==> src/rtl/core/sida_pkg.sv <==
package sida_pkg;

   localparam int VALUE_BITS_DEFAULT = 32;

   localparam logic [7:0] CH_NEWLINE = 8'h0A;
   localparam logic [7:0] CH_MINUS   = 8'h2D;
   localparam logic [7:0] CH_ZERO    = 8'h30;

   // Decimal digits needed for 2**(bits-1); 77/256 stands in for log10(2),
   // close enough for every width up to 64.
   function automatic int num_digits(input int bits);
      return ((bits - 1) * 77) / 256 + 1;
   endfunction

   typedef enum logic [1:0] {
      SEL_MINUS   = 2'd0,
      SEL_DIGIT   = 2'd1,
      SEL_NEWLINE = 2'd2
   } char_sel_type;

   typedef struct packed {
      logic         load;
      logic         dabble;
      logic         shift_digit;
      char_sel_type char_sel;
   } cmd_type;

   typedef struct packed {
      logic neg;
      logic top_zero;
      logic cnt_zero;
   } status_type;

endpackage

==> src/rtl/core/sida_if.sv <==
interface sida_req_if #(
   parameter int WIDTH = sida_pkg::VALUE_BITS_DEFAULT
);
   logic                    valid;
   logic                    ready;
   logic signed [WIDTH-1:0] value;

   modport source (output valid, output value, input ready);
   modport sink (input valid, input value, output ready);
endinterface

interface sida_rsp_if;
   logic       valid;
   logic       ready;
   logic [7:0] char_byte;
   logic       last_char;

   modport source (output valid, output char_byte, output last_char, input ready);
   modport sink (input valid, input char_byte, input last_char, output ready);
endinterface

==> src/rtl/core/sida_datapath.sv <==
module sida_datapath #(
   parameter int VALUE_BITS = sida_pkg::VALUE_BITS_DEFAULT
) (
   input  logic                         clock,
   input  logic signed [VALUE_BITS-1:0] value,
   input  sida_pkg::cmd_type            cmd,
   output sida_pkg::status_type         status,
   output logic [7:0]                   char_byte,
   output logic                         last_char
);
   import sida_pkg::*;

   localparam int NUM_DIGITS = num_digits(VALUE_BITS);
   localparam int BCD_W      = 4 * NUM_DIGITS;
   localparam int CNT_W      = $clog2(VALUE_BITS);

   logic [VALUE_BITS-1:0] mag_ff, mag_in;
   logic [BCD_W-1:0]      bcd_ff, bcd_in;
   logic [CNT_W-1:0]      cnt_ff, cnt_in;
   logic                  neg_ff, neg_in;
   logic [BCD_W-1:0]      adj;
   logic [3:0]            top_digit;

   always_comb begin
      adj = bcd_ff;
      for (int i = 0; i < NUM_DIGITS; i++) begin
         if (adj[4*i +: 4] >= 4'd5) begin
            adj[4*i +: 4] = adj[4*i +: 4] + 4'd3;
         end
      end
   end

   always_comb begin
      mag_in = mag_ff;
      bcd_in = bcd_ff;
      cnt_in = cnt_ff;
      neg_in = neg_ff;
      if (cmd.load) begin
         neg_in = value[VALUE_BITS-1];
         // unsigned negate keeps the most negative value exact
         mag_in = value[VALUE_BITS-1] ? (~value + 1'b1) : value;
         bcd_in = '0;
         cnt_in = CNT_W'(VALUE_BITS - 1);
      end else if (cmd.dabble) begin
         bcd_in = {adj[BCD_W-2:0], mag_ff[VALUE_BITS-1]};
         mag_in = {mag_ff[VALUE_BITS-2:0], 1'b0};
         cnt_in = (cnt_ff == '0) ? CNT_W'(NUM_DIGITS - 1) : cnt_ff - 1'b1;
      end else if (cmd.shift_digit) begin
         bcd_in = {bcd_ff[BCD_W-5:0], 4'd0};
         cnt_in = cnt_ff - 1'b1;
      end
   end

   always_ff @(posedge clock) begin
      mag_ff <= mag_in;
      bcd_ff <= bcd_in;
      cnt_ff <= cnt_in;
      neg_ff <= neg_in;
   end

   assign top_digit       = bcd_ff[BCD_W-1 -: 4];
   assign status.neg      = neg_ff;
   assign status.top_zero = (top_digit == 4'd0);
   assign status.cnt_zero = (cnt_ff == '0);

   always_comb begin
      case (cmd.char_sel)
         SEL_MINUS:   char_byte = CH_MINUS;
         SEL_DIGIT:   char_byte = CH_ZERO + {4'd0, top_digit};
         SEL_NEWLINE: char_byte = CH_NEWLINE;
         default:     char_byte = CH_NEWLINE;
      endcase
   end

   assign last_char = (cmd.char_sel == SEL_NEWLINE);

endmodule

==> src/rtl/core/sida_control.sv <==
module sida_control (
   input  logic                 clock,
   input  logic                 reset,
   input  logic                 req_valid,
   output logic                 req_ready,
   output logic                 rsp_valid,
   input  logic                 rsp_ready,
   input  sida_pkg::status_type status,
   output sida_pkg::cmd_type    cmd
);
   import sida_pkg::*;

   typedef enum logic [5:0] {
      ST_IDLE    = 6'b000001,
      ST_CONVERT = 6'b000010,
      ST_SKIP    = 6'b000100,
      ST_SIGN    = 6'b001000,
      ST_DIGIT   = 6'b010000,
      ST_NEWLINE = 6'b100000
   } state_type;

   state_type state_ff, state_in;

   always_comb begin
      state_in         = state_ff;
      cmd.load         = 1'b0;
      cmd.dabble       = 1'b0;
      cmd.shift_digit  = 1'b0;
      cmd.char_sel     = SEL_DIGIT;
      req_ready        = 1'b0;
      rsp_valid        = 1'b0;
      case (state_ff)
         ST_IDLE: begin
            req_ready = 1'b1;
            if (req_valid) begin
               cmd.load = 1'b1;
               state_in = ST_CONVERT;
            end
         end
         ST_CONVERT: begin
            cmd.dabble = 1'b1;
            if (status.cnt_zero) begin
               state_in = ST_SKIP;
            end
         end
         ST_SKIP: begin
            // drop leading zeros, always keeping the last digit
            if (status.top_zero && !status.cnt_zero) begin
               cmd.shift_digit = 1'b1;
            end else begin
               state_in = status.neg ? ST_SIGN : ST_DIGIT;
            end
         end
         ST_SIGN: begin
            rsp_valid    = 1'b1;
            cmd.char_sel = SEL_MINUS;
            if (rsp_ready) begin
               state_in = ST_DIGIT;
            end
         end
         ST_DIGIT: begin
            rsp_valid = 1'b1;
            if (rsp_ready) begin
               cmd.shift_digit = 1'b1;
               if (status.cnt_zero) begin
                  state_in = ST_NEWLINE;
               end
            end
         end
         ST_NEWLINE: begin
            rsp_valid    = 1'b1;
            cmd.char_sel = SEL_NEWLINE;
            if (rsp_ready) begin
               state_in = ST_IDLE;
            end
         end
         default: begin
            state_in = ST_IDLE;
         end
      endcase
   end

   always_ff @(posedge clock) begin
      if (reset) begin
         state_ff <= ST_IDLE;
      end else begin
         state_ff <= state_in;
      end
   end

endmodule

==> src/rtl/core/signed_int_to_decimal_ascii.sv <==
// Converts one signed two's complement integer per item into its decimal text, sent one
// byte per item on the response channel: '-' for a negative value, the digits most
// significant first without leading zeros, then a newline flagged by last_char. The
// most negative value prints its true digits. One number is handled at a time: the
// request is taken, a shift-and-add-3 step for each value bit builds the BCD digits,
// each leading zero is dropped in turn before the zero scan is left, then each output
// byte goes out when the response side is ready. The next request is taken after
// the newline.
module signed_int_to_decimal_ascii #(
   parameter int VALUE_BITS = sida_pkg::VALUE_BITS_DEFAULT
) (
   input logic        clock,
   input logic        reset,
   sida_req_if.sink   req_chan,
   sida_rsp_if.source rsp_chan
);
   import sida_pkg::*;

   cmd_type    cmd;
   status_type status;

   sida_control u_control (
      .clock     (clock),
      .reset     (reset),
      .req_valid (req_chan.valid),
      .req_ready (req_chan.ready),
      .rsp_valid (rsp_chan.valid),
      .rsp_ready (rsp_chan.ready),
      .status    (status),
      .cmd       (cmd)
   );

   sida_datapath #(
      .VALUE_BITS (VALUE_BITS)
   ) u_datapath (
      .clock     (clock),
      .value     (req_chan.value),
      .cmd       (cmd),
      .status    (status),
      .char_byte (rsp_chan.char_byte),
      .last_char (rsp_chan.last_char)
   );

endmodule

==> src/flat_wrapper.sv <==
// flat-port wrapper written by rule: the top's interface ports become plain ports
module signed_int_to_decimal_ascii_flat import sida_pkg::*;
#(
   parameter int VALUE_BITS = sida_pkg::VALUE_BITS_DEFAULT
)
  (clock, reset, req_chan_valid, req_chan_value, req_chan_ready, rsp_chan_valid, rsp_chan_char_byte, rsp_chan_last_char, rsp_chan_ready);
  sida_req_if req_chan_i ();
  sida_rsp_if rsp_chan_i ();
  input logic clock;
  input logic reset;
  input wire logic [$bits(req_chan_i.valid)-1:0] req_chan_valid;
  input wire logic [$bits(req_chan_i.value)-1:0] req_chan_value;
  output wire logic [$bits(req_chan_i.ready)-1:0] req_chan_ready;
  output wire logic [$bits(rsp_chan_i.valid)-1:0] rsp_chan_valid;
  output wire logic [$bits(rsp_chan_i.char_byte)-1:0] rsp_chan_char_byte;
  output wire logic [$bits(rsp_chan_i.last_char)-1:0] rsp_chan_last_char;
  input wire logic [$bits(rsp_chan_i.ready)-1:0] rsp_chan_ready;
  assign req_chan_i.valid = req_chan_valid;
  assign req_chan_i.value = req_chan_value;
  assign req_chan_ready = req_chan_i.ready;
  assign rsp_chan_valid = rsp_chan_i.valid;
  assign rsp_chan_char_byte = rsp_chan_i.char_byte;
  assign rsp_chan_last_char = rsp_chan_i.last_char;
  assign rsp_chan_i.ready = rsp_chan_ready;
  signed_int_to_decimal_ascii #(.VALUE_BITS(VALUE_BITS)) u_core (.clock(clock), .reset(reset), .req_chan(req_chan_i), .rsp_chan(rsp_chan_i));
endmodule
==> config.mk <==
export PLATFORM = sky130hd
export DESIGN_NAME = signed_int_to_decimal_ascii_flat
export DESIGN_NICKNAME = d
export VERILOG_FILES = /design/src/rtl/core/sida_pkg.sv /design/src/rtl/core/sida_if.sv /design/src/rtl/core/sida_datapath.sv /design/src/rtl/core/sida_control.sv /design/src/rtl/core/signed_int_to_decimal_ascii.sv /design/src/flat_wrapper.sv
export SDC_FILE = /design/constraint.sdc
export NUM_CORES = 1
export LEC_CHECK = 0
export ABC_AREA = 1
export BUFFER_PORTS_ARGS = -buffer_cell sky130_fd_sc_hd__buf_2
export CAP_MARGIN = 10
export CORE_UTILIZATION = 40
export CTS_CLUSTER_DIAMETER = 80
export DETAILED_ROUTE_END_ITERATION = 8
export PLACE_DENSITY = 0.57
export SLEW_MARGIN = 25
export SYNTH_ARGS = -nofsm -noshare
export SYNTH_HDL_FRONTEND = slang
export SYNTH_SLANG_ARGS = --single-unit
==> constraint.sdc <==
create_clock -name clock -period 2.7 [get_ports clock]
set_input_delay 0.54 -clock clock [delete_from_list [all_inputs] [get_ports clock]]
set_output_delay 0.54 -clock clock [all_outputs]
set_load 0.02 [all_outputs]
# Word-level counts from Yosys, hierarchy flattened
# Index checks and enable logic that the tools add are counted.
word_totals:
  out_inout_bits: 11
  input_bits: 36
  wordCells: 90
  register_bits: 84
classes:
  magnitude_cmp: 10
  reduce_logical: 9
  addsub: 13
  muxes: 37
  n_eq_ne: 15
  bitwise_logic: 1
op_table:
  columns: ["operator", "count"]
  rows:
  - ["32-bit two-way mux", 3]
  - ["40-bit two-way mux", 2]
  - ["6-bit two-way mux", 7]
  - ["4-bit by 3-bit greater-or-equal comparator with 1-bit output (second input constant)", 10]
  - ["4-bit by 2-bit adder with 4-bit output (second input constant)", 9]
  - ["4-bit two-way mux", 9]
  - ["6-bit case mux with 6 select lines", 1]
  - ["32-bit by 1-bit adder with 32-bit output (second input constant)", 1]
  - ["32-bit NOT", 1]
  - ["5-bit two-way mux", 4]
  - ["2-bit != test (second input constant)", 7]
  - ["7-bit case mux with 2 select lines", 1]
  - ["6-bit by 4-bit adder with 7-bit output (first input constant)", 1]
  - ["1-bit two-way mux", 7]
  - ["7-bit AND reduction", 1]
  - ["6-bit by 1-bit equality test with 1-bit output (second input constant)", 1]
  - ["6-bit by 2-bit equality test with 1-bit output (second input constant)", 1]
  - ["6-bit by 3-bit equality test with 1-bit output (second input constant)", 1]
  - ["6-bit by 4-bit equality test with 1-bit output (second input constant)", 1]
  - ["6-bit by 5-bit equality test with 1-bit output (second input constant)", 1]
  - ["6-bit equality test (second input constant)", 1]
  - ["5-bit zero test", 1]
  - ["5-bit by 1-bit subtractor with 5-bit output (second input constant)", 1]
  - ["4-bit zero test", 1]
  - ["11 further kinds", 12]

# Logic depth before layout (Yosys ltp)
# Gate-level depths: netlist of the first run.
depth:
  word_depth: 7
  ltp_mapped: 11
  depth_no_buf: 11

# Cells and area by module
# A second synthesis of the first run with hierarchy kept.
unflattened:
  cells_unflattened: 777
  area_unflattened_um2: 5551.6
by_module_without_submodules:
  columns: ["module", "cells_each", "n_inst", "area_each_um2", "seq_area_each_um2"]
  rows:
  - ["sida_datapath", 699, 1, 5029.8, 1891.8]
  - ["sida_control", 78, 1, 521.8, 120.1]

# Worst setup path after synthesis of the first run
# OpenSTA, ideal clock, no wires.
synth_timing:
  path_type: "register to register"
  from: "register u_core.u_control.state_ff[2]"
  to: "register u_core.u_datapath.mag_ff[0], enable pin"
  t_required_ps: 2311
  setup_ps: 389
  slack_ps: 439
  path_buffers: 2
  period_less_slack_ps: 2261
  arrival_ps: 1872
  path_stages_with_launch: 8
  path_cell_list: "dfxtp_1 nor2_4 nand3_2 nor2_4 inv_2 buf_2 buf_2 nand2_1"
synth_via:
  elab_chain_cells: 3
  word_cells_on_any_way: 5
  classes_between: "eq/ne: 2; mux: 2; reduce/logical: 1"
synth_rtl:
  columns: ["element", "line_no", "source"]
  rows:
  - ["start, declared", "sida_control.sv:22", "state_type state_ff, state_in;"]
  - ["start signal, assigned", "sida_control.sv:87", "state_ff <= state_in;"]
  - ["6-bit by 2-bit equality test with 1-bit output / 6-bit by 1-bit equality test with 1-bit output (equally long branches)", "sida_control.sv:32", "case (state_ff)"]
  - ["1-bit two-way mux", "sida_control.sv:32", null]
  - ["2-bit nonzero test (no source line) *", null, null]
  - ["end signal, assigned", "sida_datapath.sv:55", "mag_ff <= mag_in;"]
  - ["end, declared", "sida_datapath.sv:17", "logic [VALUE_BITS-1:0] mag_ff, mag_in;"]
# Mark *: on every way between the ends. The rest lies on a longest branch, timed or not.
# A chain may end at the register's enable or synchronous reset.

# Worst setup path in the final report of the first run
layout_timing:
  from: "register u_core.u_control.state_ff[0]"
  to: "output rsp_chan_char_byte[3]"
layout_via:
  elab_chain_cells: 4
  word_cells_on_any_way: 6
  classes_between: "eq/ne: 3; mux: 2; reduce/logical: 1"
layout_rtl:
  columns: ["element", "line_no", "source"]
  rows:
  - ["6-bit equality test / 6-bit by 4-bit equality test with 1-bit output (equally long branches)", "sida_control.sv:32", null]
  - ["2-bit case mux with 2 select lines *", "sida_control.sv:32", null]
  - ["2-bit by 1-bit equality test with 1-bit output / 2-bit zero test (equally long branches)", "sida_datapath.sv:67", "case (cmd.char_sel)"]
  - ["7-bit case mux with 2 select lines *", "sida_datapath.sv:67", null]
  - ["end, declared", "flat_wrapper.sv:15", "output wire logic [$bits(rsp_chan_i.char_byte)-1:0] rsp_chan_char_byte;"]
# Marked as above.

==> results of run 1 <==
cell type report:
| type | instances | area, um2 | share of cell area [%] |
|---|---|---|---|
| sequential | 84 | 2010 | 31.7 |
| inverter | 94 | 363 | 5.71 |
| tap | 180 | 225 | 3.54 |
| timing repair buffer | 51 | 285 | 4.49 |
| multi-input combinational | 644 | 3190 | 50.1 |
| clock inverter | 6 | 55.1 | 0.866 |
| clock buffer | 10 | 229 | 3.60 |
layer usage:
| metal | part of all wire (%) | wire [um] |
|---|---|---|
| met1 | 49 | 6590 |
| met2 | 46 | 6110 |
| met3 | 4.1 | 546 |
| met4 | 1.1 | 145 |
| met5 | 0 | 0 |
cell families after synthesis:
family	count (synthesis)	synth area share, %
xor gates and xnor gates	20	3.03
buffers and inverters	126	10.3
adders and majority gates	23	4.97
and+or+nand+nor	452	33.7
DFF	84	34.7
other	1	0.0648
AOI/OAI and AO/OA	147	13.2
sequential cells by signal (all words and copies together), names as in the netlist:
register / flops
u_core.u_datapath.cnt_ff: 5
u_core.u_datapath.mag_ff: 32
u_core.u_datapath.bcd_ff: 40
u_core.u_control.state_ff: 6
u_core.u_datapath.neg_ff: 1
power groups by stage:
stage | logic [mW] | registers [mW] | clock network (mW)
floorplan | 1.79 | 2.11 | 0
global placement | 2.28 | 2.16 | 0
detailed placement | 2.28 | 2.17 | 0
CTS | 2.29 | 2.15 | 1.25
global route | 2.58 | 2.20 | 1.29
finish | 2.25 | 2.15 | 1.20
how the worst max path moves through the flow:
stage                                        end  slack (ns)  cells after the start
floorplan            u_core.u_datapath.mag_ff[0]        0.44                      7
global placement    u_core.u_datapath.mag_ff[16]        0.58                     11
detailed placement  u_core.u_datapath.mag_ff[16]        0.56                     11
CTS                        rsp_chan_char_byte[3]        0.59                      6
global route        u_core.u_datapath.bcd_ff[11]        0.40                      8
finish                     rsp_chan_char_byte[3]        0.59                      6
cell usage in the layout, fill, tap and decap left out, types with 14 or more instances in the layout:
cell type | Yosys | final
nand2_1 | 225 | 225
nor2_1 | 101 | 101
inv_1 | 90 | 90
o21ai_0 | 85 | 85
nand3_1 | 79 | 79
dfxtp_1 | 51 | 51
buf_2 | 9 | 44
a21oi_1 | 39 | 39
edfxtp_1 | 33 | 33
ha_1 | 23 | 23
nand4_1 | 20 | 20
xor2_1 | 14 | 14
worst max-delay path: cells and delay by family, from the launching register on:
kind	cells	cell delay, ns
AND/OR/NAND/NOR	4	0.71
flip-flops	1	0.33
buffers and inverters	2	0.21
through the flow:
| stage | power (mW) | util (%) | cells |
|---|---|---|---|
| 4_1_cts | 5.68 | 45.4 | 1069 |
| 5_1_grt | 6.08 | 45.4 | 1069 |
| 6_report | 5.60 | 45.4 | 1069 |
| 3_3_place_gp | 4.43 | 43.4 | 1053 |
| 2_1_floorplan | 3.90 | - | 854 |
| 3_5_place_dp | 4.46 | 43.4 | 1053 |
==> flow_summary.ini, run 1 <==
[run_status]
status = complete, no violations

[synthesis]
synthTopCellsByCount = nand2_1, nor2_1, inv_1
yosysMostFrequentCell = nand2_1
synth-main-ff-cell = dfxtp_1
synth.distinct_cells = 36
syn_area_mm2 = 0.00579
synth_seq_cells = 84
synth_edf_count = 33
synth_area_leaders = dfxtp_1, edfxtp_1, nand2_1
yosysSeqAreaShare_pct = 34.7
syn_inst = 853
synthArstFlopShare_pct = 0
yosysTopAreaCellShare_pct = 17.6
yosysWarnings = 0
synth_area_leader_cell = dfxtp_1
syn_avg_cell_area_um2 = 6.79

[worst_setup_path]
r2r_slack_ns = 0.64
path_cells = nor2_2 > nand3_1 > nand2_1 > inv_1 > nand2_1 > buf_2
r2r-start = u_core.u_control.state_ff[2]
r2r_end = u_core.u_datapath.bcd_ff[11]
crit_slowest_cell = dfxtp_1
crit_arrival_ns = 1.57
cpMostUsedCell = nand2_1
critPathKind = flip-flop to primary output
reg2reg_depth = 8
cp-start-kind = flip-flop
crit_path_max_fanout = 6
required_ns = 2.16
end_kind = primary output
crit_start = u_core.u_control.state_ff[0]
slowest_delay_ns = 0.33

[timing]
fin_crit_sh_pct = 78.1
hold_ws_ns = 0.394
fin_tns_setup_ns = 0
finalHoldViolCount = 0
rsz0062_at_grt = false
worstMarginPinSlew_ns = 0.535
fin_ws_ns = 0.591
relSlewSlack_pct = 64.3
fin_skew_ns = 0.00666
min_period_ns = 2.11
drv_slew = 0
setup_violations = 0
fmax_mhz = 474

[detailed_routing]
drtAntennaViolNets = 0
wl_mm = 13.4
drcViolationCount = 0
wl_per_cell_um = 12.5
vias = 5347
first_iter_violations = 320
drt_pass1_iterations = 5
via_per_inst = 5.00

[power]
power.share.clock_pct = 21.4
p_switching_mw = 2.24
p_int_mw = 3.36
combPwrFrac_pct = 40.2
p_sw_share_pct = 40.0
ir_worst_vdd_v = 0.000582
power.leakage_nw = 2.77
seq_power_share_pct = 38.4
pwr_density_cell_mw_per_mm2 = 881

[clock_network]
cts_resized = 0
cts_setup_buffers = 0
path_clk_slew_ns = 0.06
tritoncts = done
cts_hold_buf = 0
cts_made_buffers = 9
clk_latency_ns = 0.34
htreeDepth = 3
cts-root-buf = clkbuf_16
clock_tree.buffer_depth = 2
clock_sinks = 84

[die]
die_area_mm2 = 0.0150
core_area_mm2 = 0.0140
ios = 47
num_rows = 43
fp.dieW_um = 122
die_height_um = 122
initial_utilization_pct = 41.4

[finish]
synthToLayoutAreaGrowth_pct = 9.77
antenna_cells = 0
finalInstanceArea_mm2 = 0.00636
drive_gt1_share_pct = 9.67
fillers = 1470
fin_nets = 943

[grt]
grt_pass1_wl_mm = 22.5
use_met1_pct = 25.0
grt_usage_pct = 18.9
top_usage_layer = met2
grt_overflow = 0
use_met3_pct = 4.14
grt_pass1_vias = 4810
grt_max_degree = 68
antenna_found_initial = 0
use_met2_pct = 31.0

[placed_design]
place_area_mm2 = 0.00607
hpwlAfterDp_mm = 9.39
gp_congestion = 0.887
dpl_worst_slack_ns = 0.564
port_buffers = 44

[worst_hold_path]
hold_path.class = input pin to flip-flop
hp-start = reset
min_to = u_core.u_control.state_ff[5]
hold_depth = 2

[job]
cap_violations = 0
No activity file was read; power rests on OpenSTA's default activity.
==> inputs of run 2 (changes only) <==
==> constraint.sdc (replaced) <==
create_clock -name clock -period 2.2 [get_ports clock]
set_input_delay 0.44 -clock clock [delete_from_list [all_inputs] [get_ports clock]]
set_output_delay 0.44 -clock clock [all_outputs]
set_load 0.02 [all_outputs]
==> run 2 against run 1 <==
Compared with the run above:
- routed wire length rose by 0.31%
- non-clock buffer count rose by 5
- critical path depth rose by 1
- setup slack got worse by 0.41 ns
- clock skew fell by 0.0015 ns
- die area did not move
- sequential share of layout area fell by 0.14 points
- cell count rose by 0.47%
- total power rose by 22%
- largest power group unchanged
- via count rose by 0.11%
- worst hold slack got worse by 0.089 ns
==> flow_summary.ini, run 2 (synthesis results as in run 1) <==
[timing]
fmax_mhz = 496
rsz0062_at_grt = false
finalHoldViolCount = 0
drv_slew = 0
setup_violations = 0
fin_skew_ns = 0.00519
min_period_ns = 2.01
fin_crit_sh_pct = 91.6
fin_tns_setup_ns = 0

[detailed_routing]
wl_per_cell_um = 12.5
drcViolationCount = 0
drtAntennaViolNets = 0
first_iter_violations = 257
wl_mm = 13.4
drt_pass1_iterations = 5
vias = 5353
via_per_inst = 4.98

[die]
fp.dieW_um = 122
num_rows = 43
core_area_mm2 = 0.0140
initial_utilization_pct = 41.4
die_height_um = 122
ios = 47
die_area_mm2 = 0.0150

[power]
ir_worst_vdd_v = 0.000491
finalPower_mw = 6.84
pwr_density_cell_mw_per_mm2 = 1070
power.leakage_nw = 2.79

[placed_design]
place_inst = 1058
gp_congestion = 0.852
hpwlAfterDp_mm = 9.76
port_buffers = 44

[worst_setup_path]
crit_arrival_ns = 1.57
crit_path_max_fanout = 6
end_kind = primary output
critPathKind = flip-flop to primary output
required_ns = 1.76
cp-start-kind = flip-flop

[finish]
synthToLayoutAreaGrowth_pct = 10.2
largest_register_ffs = 40
drive_gt1_share_pct = 10.3
top_register = u_core.u_datapath.bcd_ff
fin_nets = 948
fillers = 1489
reg.largest.list = u_core.u_datapath.bcd_ff: 40 flops, u_core.u_datapath.mag_ff: 32 flops, u_core.u_control.state_ff: 6 flops
final_util_pct = 45.6
antenna_cells = 0
final_cells = 1074
final_cell_mix = nand2_1, nor2_1, inv_1
final_common_cell = nand2_1

[clock_network]
clk_latency_ns = 0.34
clock_sinks = 84
cts_resized = 0
cts_hold_buf = 0
cts_setup_buffers = 0
cts_made_buffers = 9
cts-root-buf = clkbuf_16
path_clk_slew_ns = 0.06
htreeDepth = 3
clock_tree.buffer_depth = 2
tritoncts = done

[run_status]
status = complete, no violations

[grt]
use_met1_pct = 26.6
grt_usage_pct = 18.8
grt_pass1_wl_mm = 22.4
grt_overflow = 0
top_usage_layer = met2
antenna_found_initial = 0
grt_pass1_vias = 4770
use_met2_pct = 29.6
grt_max_degree = 60
use_met3_pct = 2.46

[worst_hold_path]
hold_path.class = input pin to flip-flop

[job]
cap_violations = 0
## run 2: metrics by stage
| stage | hold slack (ns) | setup WS [ns] | cell area [um2] |
|---|---|---|---|
| 2_1_floorplan | 0.429 | 0.241 | 5800 |
| 3_3_place_gp | 0.446 | 0.199 | 6120 |
| 3_5_place_dp | 0.450 | 0.240 | 6120 |
| 4_1_cts | 0.285 | 0.179 | 6380 |
| 5_1_grt | 0.299 | 0.0305 | 6380 |
| 6_report | 0.305 | 0.185 | 6380 |
## run 2: final timing paths
check | start | to | slack [ns] | cells past startpoint
setup / recovery | u_core.u_control.state_ff[3] | rsp_chan_char_byte[3] | 0.19 | 7
setup reg to reg | u_core.u_datapath.cnt_ff[0] | u_core.u_datapath.bcd_ff[1] | 0.30 | 8
hold / removal | reset | u_core.u_control.state_ff[5] | 0.31 | 2
hold reg to reg | u_core.u_datapath.cnt_ff[4] | u_core.u_datapath.cnt_ff[4] | 0.46 | 2
## run 2: worst max-delay path, stage by stage (launching register included)
cell and delay, ns:
dfxtp_1 0.42, inv_1 0.08, nor2_1 0.11, nand3_1 0.22, nand2_1 0.16, inv_1 0.06
nand2_1 0.05, buf_2 0.15
## run 2: layout make-up
type	instances	area [um2]	area share [%]
Timing Repair Buffer	56	335	5.25
Inverter	94	363	5.68
Sequential cell	84	2010	31.5
Clock inverter	7	33.8	0.529
Clock buffer	9	225	3.53
Tap cell	180	225	3.53
Multi-Input combinational cell	644	3190	50.0
## run 2: power by group
part / switching [mW] / internal [mW] / total (mW)
Combinational: 1.89 / 0.960 / 2.85
Sequential: 0.273 / 2.35 / 2.63
Clock: 0.615 / 0.747 / 1.36
Total: 2.78 / 4.06 / 6.84
## run 2: per-layer routing
layer,part of all wire (%),wire length [um],vias to the layer above
met5,0,0,-
met4,1.5,204,0
met3,2.8,376,14
met2,43,5830,94
met1,52,7030,2373
li1,-,-,2872
